**src/rtl/timq_pkg.sv**
```systemverilog
// Shared types and constants for the timed event queue.
// Command codes, cell control word and controller states.
// No dependencies.
package timq_pkg;

	localparam int DEPTH_DEF = 16;
	localparam int ID_BITS   = 16;
	localparam int TIME_BITS = 32;
	localparam int CMD_BITS  = 3;

	typedef enum logic [CMD_BITS-1:0] {
		CMD_INSERT        = 3'd0,
		CMD_INSERT_FUTURE = 3'd1,
		CMD_REMOVE_AT     = 3'd2,
		CMD_LIST_ALL      = 3'd3,
		CMD_LIST_AT       = 3'd4,
		CMD_ADVANCE       = 3'd5
	} cmd_t;

	typedef enum logic [1:0] {
		CELL_HOLD,
		CELL_INSERT,
		CELL_SHIFT
	} cell_op_t;

	typedef struct packed {
		cell_op_t op;
		logic     keep;
	} cell_ctrl_t;

	typedef enum logic [1:0] {
		ST_IDLE,
		ST_SCAN,
		ST_FINISH
	} state_t;

endpackage

```
**src/rtl/timq_cell.sv**
```systemverilog
// One slot of the sorted entry chain: holds a time and an event id.
// Takes its neighbors' entries on insert and shift; depends on timq_pkg.
module timq_cell import timq_pkg::*; #(
	parameter int DEPTH = DEPTH_DEF,
	parameter int IDX   = 0,
	localparam int CNT_W = $clog2(DEPTH + 1),
	localparam int IDX_W = $clog2(DEPTH)
) (
	input  logic                 clk,
	input  cell_ctrl_t           ctrl,
	input  logic [CNT_W-1:0]     count,
	input  logic [IDX_W-1:0]     wp,
	input  logic [TIME_BITS-1:0] ins_time,
	input  logic [ID_BITS-1:0]   ins_id,
	input  logic                 left_le,
	input  logic [TIME_BITS-1:0] left_time,
	input  logic [ID_BITS-1:0]   left_id,
	input  logic [TIME_BITS-1:0] right_time,
	input  logic [ID_BITS-1:0]   right_id,
	input  logic [TIME_BITS-1:0] head_time,
	input  logic [ID_BITS-1:0]   head_id,
	output logic [TIME_BITS-1:0] cell_time,
	output logic [ID_BITS-1:0]   cell_id,
	output logic                 le
);

	logic [TIME_BITS-1:0] time_q;
	logic [ID_BITS-1:0]   id_q;
	logic                 live;

	assign live      = CNT_W'(IDX) < count;
	assign le        = live && (time_q <= ins_time);
	assign cell_time = time_q;
	assign cell_id   = id_q;

	always_ff @(posedge clk) begin
		case (ctrl.op)
			CELL_INSERT: begin
				// keep entries at or before the new time, open a gap after them
				if (!le) begin
					if (left_le) begin
						time_q <= ins_time;
						id_q   <= ins_id;
					end else begin
						time_q <= left_time;
						id_q   <= left_id;
					end
				end
			end
			CELL_SHIFT: begin
				// advance toward the head; the tail slot recycles a kept head
				if (ctrl.keep && (wp == IDX_W'(IDX))) begin
					time_q <= head_time;
					id_q   <= head_id;
				end else begin
					time_q <= right_time;
					id_q   <= right_id;
				end
			end
			default: begin
				time_q <= time_q;
				id_q   <= id_q;
			end
		endcase
	end

endmodule

```
**src/rtl/timed_event_queue_unit.sv**
```systemverilog
// Timed event queue: sorted chain of DEPTH cells plus a current time.
// Insert and insert-if-future (only for a time after the current one) enter the chain in the accept
// cycle unless it is full. Remove, list and advance rotate the chain once, one entry per cycle
// unless a held entry must leave while the output is busy; the last beat carries tlast. One item at
// a time: the next item is taken once the last beat of the one before is in the output register.
// Reset clears entry count, current time and handshake state; cell contents are not reset.
module timed_event_queue_unit import timq_pkg::*; #(
	parameter int DEPTH = DEPTH_DEF
) (
	input  logic        clk,
	input  logic        arst_n,
	input  logic        s_tvalid,
	output logic        s_tready,
	input  logic [55:0] s_tdata,  // command[2:0], time_value[34:3], event_id[50:35], zero pad
	output logic        m_tvalid,
	input  logic        m_tready,
	output logic [79:0] m_tdata,  // entry_time[31:0], entry_id[47:32], now_time[79:48]
	output logic [2:0]  m_tuser,  // has_entry[0], fired[1], status[2]
	output logic        m_tlast
);

	localparam int CNT_W = $clog2(DEPTH + 1);
	localparam int IDX_W = $clog2(DEPTH);

	// input beat fields
	cmd_t                 in_cmd;
	logic [TIME_BITS-1:0] in_time;
	logic [ID_BITS-1:0]   in_id;

	assign in_cmd  = cmd_t'(s_tdata[2:0]);
	assign in_time = s_tdata[34:3];
	assign in_id   = s_tdata[50:35];

	// controller state
	state_t               state_q, state_d;
	logic [CNT_W-1:0]     count_q;
	logic [CNT_W-1:0]     steps_q;
	cmd_t                 cmd_q;
	logic [TIME_BITS-1:0] tv_q;
	logic [TIME_BITS-1:0] old_q;
	logic [TIME_BITS-1:0] now_q;
	logic                 status_q;

	// pending entry: held back one match so the final beat can carry tlast
	logic                 pend_valid_q;
	logic [TIME_BITS-1:0] pend_time_q;
	logic [ID_BITS-1:0]   pend_id_q;
	logic                 pend_fired_q;

	// output register
	logic                 out_valid_q;
	logic                 out_has_q;
	logic [TIME_BITS-1:0] out_time_q;
	logic [ID_BITS-1:0]   out_id_q;
	logic                 out_fired_q;
	logic                 out_status_q;
	logic [TIME_BITS-1:0] out_now_q;
	logic                 out_last_q;

	// chain
	logic [TIME_BITS-1:0] cell_time [DEPTH];
	logic [ID_BITS-1:0]   cell_id   [DEPTH];
	logic                 cell_le   [DEPTH];
	cell_ctrl_t           cell_ctrl;
	logic [IDX_W-1:0]     wp;

	// decoded controls
	logic accept, out_free, do_ins, full, ins_ok, ins_drop;
	logic match, emit, drop, step_go, push_pend, push_final;
	logic [TIME_BITS-1:0] head_time;
	logic [ID_BITS-1:0]   head_id;

	assign head_time = cell_time[0];
	assign head_id   = cell_id[0];
	assign out_free  = !out_valid_q || m_tready;
	assign accept    = s_tvalid && s_tready;
	assign full      = count_q == CNT_W'(DEPTH);
	assign do_ins    = (in_cmd == CMD_INSERT) ||
	                   ((in_cmd == CMD_INSERT_FUTURE) && (in_time > now_q));
	assign ins_ok    = do_ins && !full;
	assign ins_drop  = do_ins && full;
	// kept head goes to the last occupied slot after the shift
	assign wp        = IDX_W'(count_q - 1'b1);

	// classify the head entry against the command in flight
	always_comb begin
		case (cmd_q)
			CMD_REMOVE_AT: match = head_time == tv_q;
			CMD_LIST_ALL:  match = 1'b1;
			CMD_LIST_AT:   match = head_time == tv_q;
			CMD_ADVANCE:   match = (head_time >= old_q) && (head_time <= now_q);
			default:       match = 1'b0;
		endcase
	end

	assign emit = match && (cmd_q != CMD_REMOVE_AT);
	assign drop = match && ((cmd_q == CMD_REMOVE_AT) || (cmd_q == CMD_ADVANCE));

	// next state and handshake outputs
	always_comb begin
		state_d    = state_q;
		s_tready   = 1'b0;
		step_go    = 1'b0;
		push_pend  = 1'b0;
		push_final = 1'b0;
		cell_ctrl  = '{op: CELL_HOLD, keep: 1'b1};
		case (state_q)
			ST_IDLE: begin
				s_tready = 1'b1;
				if (s_tvalid) begin
					case (in_cmd)
						CMD_INSERT, CMD_INSERT_FUTURE: begin
							if (ins_ok) begin
								cell_ctrl = '{op: CELL_INSERT, keep: 1'b1};
							end
							state_d = ST_FINISH;
						end
						CMD_REMOVE_AT, CMD_LIST_ALL, CMD_LIST_AT, CMD_ADVANCE: begin
							state_d = ST_SCAN;
						end
						default: begin
							state_d = ST_FINISH;
						end
					endcase
				end
			end
			ST_SCAN: begin
				if (steps_q == '0) begin
					state_d = ST_FINISH;
				end else begin
					// stall only when a held entry must leave and the output is busy
					step_go   = !(emit && pend_valid_q && !out_free);
					push_pend = step_go && emit && pend_valid_q;
					if (step_go) begin
						cell_ctrl = '{op: CELL_SHIFT, keep: !drop};
					end
				end
			end
			ST_FINISH: begin
				if (out_free) begin
					push_final = 1'b1;
					state_d    = ST_IDLE;
				end
			end
			default: begin
				state_d = ST_IDLE;
			end
		endcase
	end

	always_ff @(posedge clk or negedge arst_n) begin
		if (!arst_n) begin
			state_q <= ST_IDLE;
		end else begin
			state_q <= state_d;
		end
	end

	// command, count and time bookkeeping
	always_ff @(posedge clk or negedge arst_n) begin
		if (!arst_n) begin
			count_q      <= '0;
			steps_q      <= '0;
			now_q        <= '0;
			pend_valid_q <= 1'b0;
			status_q     <= 1'b0;
			cmd_q        <= CMD_INSERT;
		end else begin
			if (accept) begin
				cmd_q        <= in_cmd;
				status_q     <= ins_drop;
				pend_valid_q <= 1'b0;
				steps_q      <= count_q;
				if (ins_ok) begin
					count_q <= count_q + 1'b1;
				end
				if (in_cmd == CMD_ADVANCE) begin
					now_q <= now_q + in_time;
				end
			end else if (step_go) begin
				steps_q <= steps_q - 1'b1;
				if (drop) begin
					count_q <= count_q - 1'b1;
				end
				if (emit) begin
					pend_valid_q <= 1'b1;
				end
			end else if (push_final) begin
				pend_valid_q <= 1'b0;
			end
		end
	end

	// payload held with the command; no reset needed
	always_ff @(posedge clk) begin
		if (accept) begin
			tv_q  <= in_time;
			old_q <= now_q;
		end
		if (step_go && emit) begin
			pend_time_q  <= head_time;
			pend_id_q    <= head_id;
			pend_fired_q <= cmd_q == CMD_ADVANCE;
		end
	end

	// output register: one beat per push, drop valid once taken
	always_ff @(posedge clk or negedge arst_n) begin
		if (!arst_n) begin
			out_valid_q <= 1'b0;
		end else if (push_pend || push_final) begin
			out_valid_q <= 1'b1;
		end else if (m_tready) begin
			out_valid_q <= 1'b0;
		end
	end

	always_ff @(posedge clk) begin
		if (push_pend) begin
			out_has_q    <= 1'b1;
			out_time_q   <= pend_time_q;
			out_id_q     <= pend_id_q;
			out_fired_q  <= pend_fired_q;
			out_status_q <= 1'b0;
			out_now_q    <= now_q;
			out_last_q   <= 1'b0;
		end else if (push_final) begin
			// last held entry, or a bare acknowledgement when nothing was held
			out_has_q    <= pend_valid_q;
			out_time_q   <= pend_valid_q ? pend_time_q : '0;
			out_id_q     <= pend_valid_q ? pend_id_q : '0;
			out_fired_q  <= pend_valid_q && pend_fired_q;
			out_status_q <= status_q;
			out_now_q    <= now_q;
			out_last_q   <= 1'b1;
		end
	end

	assign m_tvalid = out_valid_q;
	assign m_tdata  = {out_now_q, out_id_q, out_time_q};
	assign m_tuser  = {out_status_q, out_fired_q, out_has_q};
	assign m_tlast  = out_last_q;

	// the chain: cell 0 is the head, neighbors trade entries each shift
	for (genvar i = 0; i < DEPTH; i++) begin : g_cell
		logic                 left_le;
		logic [TIME_BITS-1:0] left_time, right_time;
		logic [ID_BITS-1:0]   left_id, right_id;

		if (i == 0) begin : g_first
			assign left_le   = 1'b1;
			assign left_time = in_time;
			assign left_id   = in_id;
		end else begin : g_inner_l
			assign left_le   = cell_le[i-1];
			assign left_time = cell_time[i-1];
			assign left_id   = cell_id[i-1];
		end

		if (i == DEPTH - 1) begin : g_last
			// the slot past the tail is never read; feed the head back
			assign right_time = head_time;
			assign right_id   = head_id;
		end else begin : g_inner_r
			assign right_time = cell_time[i+1];
			assign right_id   = cell_id[i+1];
		end

		timq_cell #(
			.DEPTH (DEPTH),
			.IDX   (i)
		) u_cell (
			.clk        (clk),
			.ctrl       (cell_ctrl),
			.count      (count_q),
			.wp         (wp),
			.ins_time   (in_time),
			.ins_id     (in_id),
			.left_le    (left_le),
			.left_time  (left_time),
			.left_id    (left_id),
			.right_time (right_time),
			.right_id   (right_id),
			.head_time  (head_time),
			.head_id    (head_id),
			.cell_time  (cell_time[i]),
			.cell_id    (cell_id[i]),
			.le         (cell_le[i])
		);
	end

endmodule

```
**config.mk**
```make
export PLATFORM = sky130hd
export DESIGN_NAME = timed_event_queue_unit
export DESIGN_NICKNAME = d
export VERILOG_FILES = /design/src/rtl/timq_pkg.sv /design/src/rtl/timq_cell.sv /design/src/rtl/timed_event_queue_unit.sv
export SDC_FILE = /design/constraint.sdc
export NUM_CORES = 2
export LEC_CHECK = 0
export ABC_CLOCK_PERIOD_IN_PS = 9050
export BUFFER_PORTS_ARGS = -buffer_cell sky130_fd_sc_hd__buf_2
export CAP_MARGIN = 20
export CELL_PAD_IN_SITES_DETAIL_PLACEMENT = 1
export CELL_PAD_IN_SITES_GLOBAL_PLACEMENT = 1
export CORE_ASPECT_RATIO = 0.5
export CORE_MARGIN = 10
export CORE_UTILIZATION = 50
export CTS_BUF_LIST = sky130_fd_sc_hd__clkbuf_8 sky130_fd_sc_hd__clkbuf_16
export DETAILED_ROUTE_END_ITERATION = 8
export PLACE_DENSITY_LB_ADDON = 0.05
export SLEW_MARGIN = 5
export SYNTH_ARGS = -nofsm -noshare
export SYNTH_HDL_FRONTEND = slang
export SYNTH_SLANG_ARGS = --single-unit
export TNS_END_PERCENT = 1
```
**constraint.sdc**
```tcl
create_clock -name clk -period 9.05 [get_ports clk]
set_clock_uncertainty 0.1 [all_clocks]
set_input_delay 0.4525 -clock clk [delete_from_list [all_inputs] [get_ports clk]]
set_output_delay 0.4525 -clock clk [all_outputs]
set_load 0.1 [all_outputs]
```
; ---- After elaboration in Yosys (flattened, before gate mapping)
; Cells that the tools add are included.
; W data, S select, Z words.
[totals]
reg_bits = 1015
elab_cells = 394
[op_classes]
add_sub_neg = 4
n_lt_le_gt_ge = 35
n_eq_ne = 52
n_mux = 165
reduce_logical = 86
[op_table]
columns = cell, n
row1 = $mux W32, 51
row2 = $pmux W32 S2, 16
row3 = $mux W16, 49
row4 = $le A32 B32 Y1, 17
row5 = $pmux W16 S2, 16
row6 = $logic_and A1 B1 Y1, 44
row7 = $lt A4 B5 Y1 const A, 8
row8 = $ne A2 B2 Y1 const B, 20
row9 = $reduce_and A2 Y1, 17
row10 = $add A32 B32 Y32, 1
row11 = $eq A32 B32 Y1, 1
row12 = $ge A32 B32 Y1, 1
row13 = $gt A32 B32 Y1, 1
row14 = $mux W5, 6
row15 = $eq A4 B4 Y1 const B, 7
row16 = $lt A3 B5 Y1 const A, 4
row17 = $eq A4 B3 Y1 const B, 4
row18 = $mux W1, 15
row19 = $mux W2, 7
row20 = $eq A3 B2 Y1 const B, 4
row21 = $eq A3 B3 Y1 const B, 4
row22 = $lt A1 B5 Y1 const A, 2
row23 = $lt A2 B5 Y1 const A, 2
row24 = $reduce_bool A2 Y1, 5
row25 = other kinds (25), 40

; ---- Longest topological paths before layout
[logic_depth]
depth_word = 13
mapped_depth = 21

; ---- By module
; A second synthesis with hierarchy kept.
[unflattened]
cells_unflattened = 7280
area_unflattened_um2 = 74776.7
[by_module_without_submodules]
columns = mod, n_inst, cells_each, area_each_um2
row1 = timed_event_queue_unit, 1, 1068, 12753.5
row2 = timq_cell at g_cell[3].u_cell, 1, 380, 3907.5
row3 = timq_cell at g_cell[5].u_cell, 1, 386, 3906.2
row4 = timq_cell at g_cell[15].u_cell, 1, 384, 3900.0
row5 = timq_cell at g_cell[13].u_cell, 1, 384, 3892.5
row6 = timq_cell at g_cell[0].u_cell, 1, 394, 3891.2
row7 = timq_cell at g_cell[14].u_cell, 1, 385, 3890.0
row8 = timq_cell at g_cell[9].u_cell, 1, 393, 3885.0
row9 = timq_cell at g_cell[10].u_cell, 1, 388, 3878.7
row10 = timq_cell at g_cell[4].u_cell, 1, 395, 3872.5
row11 = timq_cell at g_cell[11].u_cell, 1, 384, 3871.2
row12 = timq_cell at g_cell[6].u_cell, 1, 391, 3867.5
row13 = timq_cell at g_cell[8].u_cell, 1, 393, 3865.0
row14 = timq_cell at g_cell[12].u_cell, 1, 393, 3863.7
row15 = 3 more rows, --, --, --

; ---- Least setup slack after synthesis
; Ideal clock, no wire load.
[synth_path]
kind = register to register
startpoint = reg g_cell[0].u_cell.time_q[0]
endpoint = reg g_cell[0].u_cell.id_q[0] (enable)
t_arrival_ns = 7.459
required_ns = 8.409
setup_slack_ns = 0.950
stages_incl_launch_ff = 20
period_less_slack_ns = 8.100
cell_sequence = edfxtp_1 -> clkbuf_1 -> clkbuf_1 -> inv_1 -> ha_1 -> nand2b_1 -> a2111oi_0 -> or4_1 -> nand4_1 -> a21oi_1 -> o21ai_0 -> a41o_1 -> clkbuf_1 -> inv_1 -> ha_1 -> clkbuf_1 -> clkbuf_1 -> clkbuf_1 -> clkbuf_1 -> a311oi_1
[synth_between]
elab_chain_len = 12
[synth_lines]
columns = item, line_no
row1 = from (decl), timq_cell.sv:27  ; logic [TIME_BITS-1:0] time_q;
row2 = from (signal assigned), timq_cell.sv:42  ; time_q <= ins_time;
row3 = from (signal assigned), timq_cell.sv:45  ; time_q <= left_time;
row4 = from (signal assigned), timq_cell.sv:53  ; time_q <= head_time;
row5 = $ge A32 B32 Y1 or $le A32 B32 Y1 (tied branches), timed_event_queue_unit.sv:91  ; CMD_ADVANCE: match = (head_time >= old_q) && (head_time <= now_q);
row6 = $logic_and A1 B1 Y1, timed_event_queue_unit.sv:91
row7 = $pmux W1 S3, timed_event_queue_unit.sv:87  ; case (cmd_q)
row8 = $logic_and A1 B1 Y1, timed_event_queue_unit.sv:96  ; assign emit = match && (cmd_q != CMD_REMOVE_AT);
row9 = $logic_and A1 B1 Y1 (2 in series), timed_event_queue_unit.sv:132  ; step_go = !(emit && pend_valid_q && !out_free);
row10 = $mux W3, timed_event_queue_unit.sv:134  ; if (step_go) begin
row11 = $mux W3, timed_event_queue_unit.sv:128  ; if (steps_q == '0) begin
row12 = $pmux W3 S2, timed_event_queue_unit.sv:107  ; case (state_q)
row13 = "$eq A2 B2 Y1, or another cell as far along", timq_cell.sv:37  ; case (ctrl.op)
row14 = $ne A2 B2 Y1 (no line) or $reduce_bool A2 Y1 (tied branches), --
row15 = $reduce_and A3 Y1 (no line) (*), --
row16 = to (signal assigned), timq_cell.sv:43  ; id_q <= ins_id;
row17 = to (signal assigned), timq_cell.sv:46  ; id_q <= left_id;
row18 = to (signal assigned), timq_cell.sv:54  ; id_q <= head_id;
row19 = to (decl), timq_cell.sv:28  ; logic [ID_BITS-1:0] id_q;
; Every way passes the cells marked *; elsewhere a longest branch is shown, timed or not.
; A chain may end at the register's enable or synchronous reset.

; ---- Worst setup path after layout
[layout_path]
startpoint = reg g_cell[0].u_cell.time_q[0]
endpoint = reg g_cell[3].u_cell.id_q[13] (enable)
[layout_between]
elab_chain_len = 12
[layout_lines]
columns = item, line_no
row1 = $ge A32 B32 Y1 or $le A32 B32 Y1 (tied branches), timed_event_queue_unit.sv:91
row2 = $logic_and A1 B1 Y1, timed_event_queue_unit.sv:91
row3 = $pmux W1 S3 (*), timed_event_queue_unit.sv:87
row4 = $logic_and A1 B1 Y1 (*), timed_event_queue_unit.sv:96
row5 = $logic_and A1 B1 Y1 (*) (2 in series), timed_event_queue_unit.sv:132
row6 = $mux W3 (*), timed_event_queue_unit.sv:134
row7 = $mux W3 (*), timed_event_queue_unit.sv:128
row8 = $pmux W3 S2 (*), timed_event_queue_unit.sv:107
row9 = $eq A2 B1 Y1 or $eq A2 B2 Y1 (tied branches), timq_cell.sv:37
row10 = $ne A2 B2 Y1 (no line) or $reduce_bool A2 Y1 (tied branches), --
row11 = $reduce_and A2 Y1 (no line) (*), --
row12 = to (signal assigned), timq_cell.sv:43
row13 = to (signal assigned), timq_cell.sv:46
row14 = to (signal assigned), timq_cell.sv:54
row15 = to (decl), timq_cell.sv:28
; Marks and branches as above.

==> metrics.yaml <==
run_status:
  outcome: "finished, final reports clean"
sta:
  setup_viol: 0
  fmax_mhz: 133
  setup_slack_ns: 1.56
  slew_headroom_pct: 13.9
  tns_ns: 0
  min_period_ns: 7.49
  worst_pin_slew_ns: 1.28
  finalCritPeriodShare_pct: 82.8
  slew_violations: 0
  grt_setup_unrepaired: "false"
  final-hold-violation-count: 0
pwr:
  p_sw_mw: 15.9
  power.total_mw: 33.1
  pwr-share-comb_pct: 54.2
  power_leakage_nw: 33.1
  sw_frac_of_total_pct: 48.0
  pwr-share-clk_pct: 13.7
  pwr-share-seq_pct: 32.1
  ir_worst_vdd_mv: 0.356
  power.density_nw_per_um2: 430
  p_int_mw: 17.2
synth:
  synth-main-ff-cell: "edfxtp_1"
  synth_cell_types: 76
  synth.most_common_cell: "mux2i_1"
  syn_area_sq_um: 70500
  synthAdderAreaFrac_pct: 11.6
  ys_ff_latch: 1015
  synth_area_leader_cell: "edfxtp_1"
  synth_top_area_share_pct: 41.0
  syn_area_per_cell_sq_um: 11.0
  syn_nets: 7111
  synthXorXnorAreaFrac_pct: 0.795
  ys_warn_count: 0
  synthTopCellsByCount: "mux2i_1, edfxtp_1, ha_1"
  muxShareOfSynthArea_pct: 18.0
  synth_area_leaders: "edfxtp_1, mux2i_1, ha_1"
  ys_async_sr_fraction_pct: 4.93
  synth_top_family_by_area: "multiplexers"
  synth_edf_count: 962
  synth_compound_area_share_pct: 11.8
  ys_seq_area_share_pct: 42.8
  yosys.area_share.simple_pct: 10.7
  synth_cells: 6400
detailed_routing:
  drc: 0
  dr_total_vias: 57800
  dr.first_iter.drc_count: 6895
  drt_wl_total_um: 286000
  routedWlPerCell_um: 34.5
  postRouteAntennaNets: 0
  drtPass1Iterations: 6
  vias_per_cell: 6.96
finish:
  syn_to_final_growth_pct: 9.01
  stdcell_count: 8297
  fin_nets: 7041
  drive_gt1_share_pct: 8.56
global_routing:
  grt_max_degree: 178
  grt_pass1_vias: 58600
  track_usage_pct: 35.0
  antenna_found_initial: 18
  gr-total-overflow: 0
  grt_pass1_wl_um: 411000
placed_design:
  dp_cells: 8099
  place_congestion: 0.971
  hpwl_um: 196000
  dp_slack_ns: 1.81
  portBuffers: 140
critical_path:
  crit_type: "flop to flop"
  worstReg2RegStart: "g_cell[0].u_cell.cell_time[0]"
  startpoint: "g_cell[0].u_cell.cell_time[0]"
  endpoint: "g_cell[3].u_cell.cell_id[13]"
  path_max_fanout: 30
  startpoint_type: "flop"
  worstRegToRegCells: 13
  r2r_end: "g_cell[3].u_cell.cell_id[13]"
  cp-end-kind: "flop"
  worstPathRequired_ns: 9.34
  crit_arrival_ns: 7.78
  r2r_slack_ns: 1.56
floorplan:
  io_pins: 146
  die_h_um: 286
  row_count: 97
  start_util_pct: 50.4
  core_sq_um: 140000
  die_x_um: 551
  die_area_sq_um: 157000
cts:
  hold_buffers: 5
  path_clk_slew_ns: 0.07
  cts-root-buf: "clkbuf_16"
  clock_sinks: 1015
  max-clock-path-buffers: 3
  htreeDepth: 3
  clk_latency_ns: 0.74
  cts-resized-gates: 0
  cts_setup_buffers: 0
  cts_buffers: 103
  cts_tree: "done"
run:
  maxCapViolCount: 0
worst_hold_path:
  hold_class: "input port to flop"
-- per-stage QoR --
stage / hold slack (ns) / utilization, % / area, sq um
detailed placement: 0.359 / 52.4 / 73500
global placement: 0.346 / 52.4 / 73400
finish: 0.0844 / 54.9 / 76900
global route: 0.0826 / 54.9 / 76900
floorplan: 0.0569 / - / 70500
CTS: 0.0559 / 54.9 / 76800
-- power groups by stage --
| stage | clock, mW | sequential, mW | combinational (mW) |
|---|---|---|---|
| finish | 4.52 | 10.6 | 17.9 |
| global route | 4.72 | 10.8 | 19.0 |
| CTS | 4.53 | 10.5 | 17.5 |
| detailed placement | 0 | 10.6 | 17.3 |
| global placement | 0 | 10.5 | 16.5 |
| floorplan | 0 | 10.4 | 11.2 |
-- area by class of cell --
cell class | instances | area [sq um]
antenna | 4 | 10.0
clock buffer | 105 | 2610
clock inverter | 82 | 724
fill | 14600 | 63200
inverter | 246 | 925
multi-input combinational | 4633 | 37700
sequential | 1015 | 30200
tap | 1881 | 2350
timing repair buffer | 331 | 2370
-- registers in the layout (all words and copies together) (netlist names), 2 cells and up --
| name | cells |
|---|---|
| g_cell.u_cell.cell_time | 512 |
| g_cell.u_cell.cell_id | 256 |
| now_q | 32 |
| old_q | 32 |
| out_now_q | 32 |
| out_time_q | 32 |
| pend_time_q | 32 |
| tv_q | 32 |
| out_id_q | 16 |
| pend_id_q | 16 |
| count_q | 5 |
| steps_q | 5 |
| cmd_q | 3 |
| state_q | 2 |
-- layer usage --
layer / up-vias / global-route usage, % / part of all wire, %
met5: - / 0 / 0.025
met4: 10 / 13.1 / 4.3
met3: 572 / 10.4 / 12
met2: 3141 / 50.5 / 41
met1: 29600 / 49.3 / 42
li1: 24500 / - / -
-- worst min-delay path by stage --
stage / from / end / slack (ns) / cells past startpoint
2_1_floorplan: arst_n / cmd_q[0] / 0.06 / 0
3_3_place_gp: m_tlast / m_tlast / 0.35 / 2
3_5_place_dp: m_tlast / m_tlast / 0.36 / 2
4_1_cts: s_tdata[17] / tv_q[14] / 0.06 / 1
5_1_grt: s_tdata[17] / tv_q[14] / 0.08 / 1
6_report: s_tvalid / state_q[1] / 0.08 / 5
-- logic make-up (layout without fill, tap and decap cells) --
group,after synthesis,in the layout
simple gates,1455,1455
mux,1264,1264
compound gates,1199,1199
flops,1015,1015
buf+inv,752,764
fa+ha+maj,651,651
xor+xnor,64,64
other cells,0,4
-- critical path, cell delays in order (launching register included) --
cell       delay (ns)
edfxtp_1         1.04
inv_1            0.51
ha_1             0.44
nand2b_1         0.13
a2111oi_0        0.09
or4_1            0.51
nand4_1          0.23
a21oi_1          0.13
o21ai_0          0.37
a41o_1           0.46
ha_1             0.84
clkinv_1         0.81
o21bai_4         1.06
buf_12           0.36
-- cells in the final DEF, fill, tap and decap left out, types with 175 or more instances in the layout --
cell type / n
a211oi_1: 318
mux2i_1: 1246
nor2_1: 235
a221oi_1: 175
nor3_1: 457
a21oi_1: 223
edfxtp_1: 962
and2_1: 250
ha_1: 649
inv_1: 261
Power figures use the tool's default switching activity.
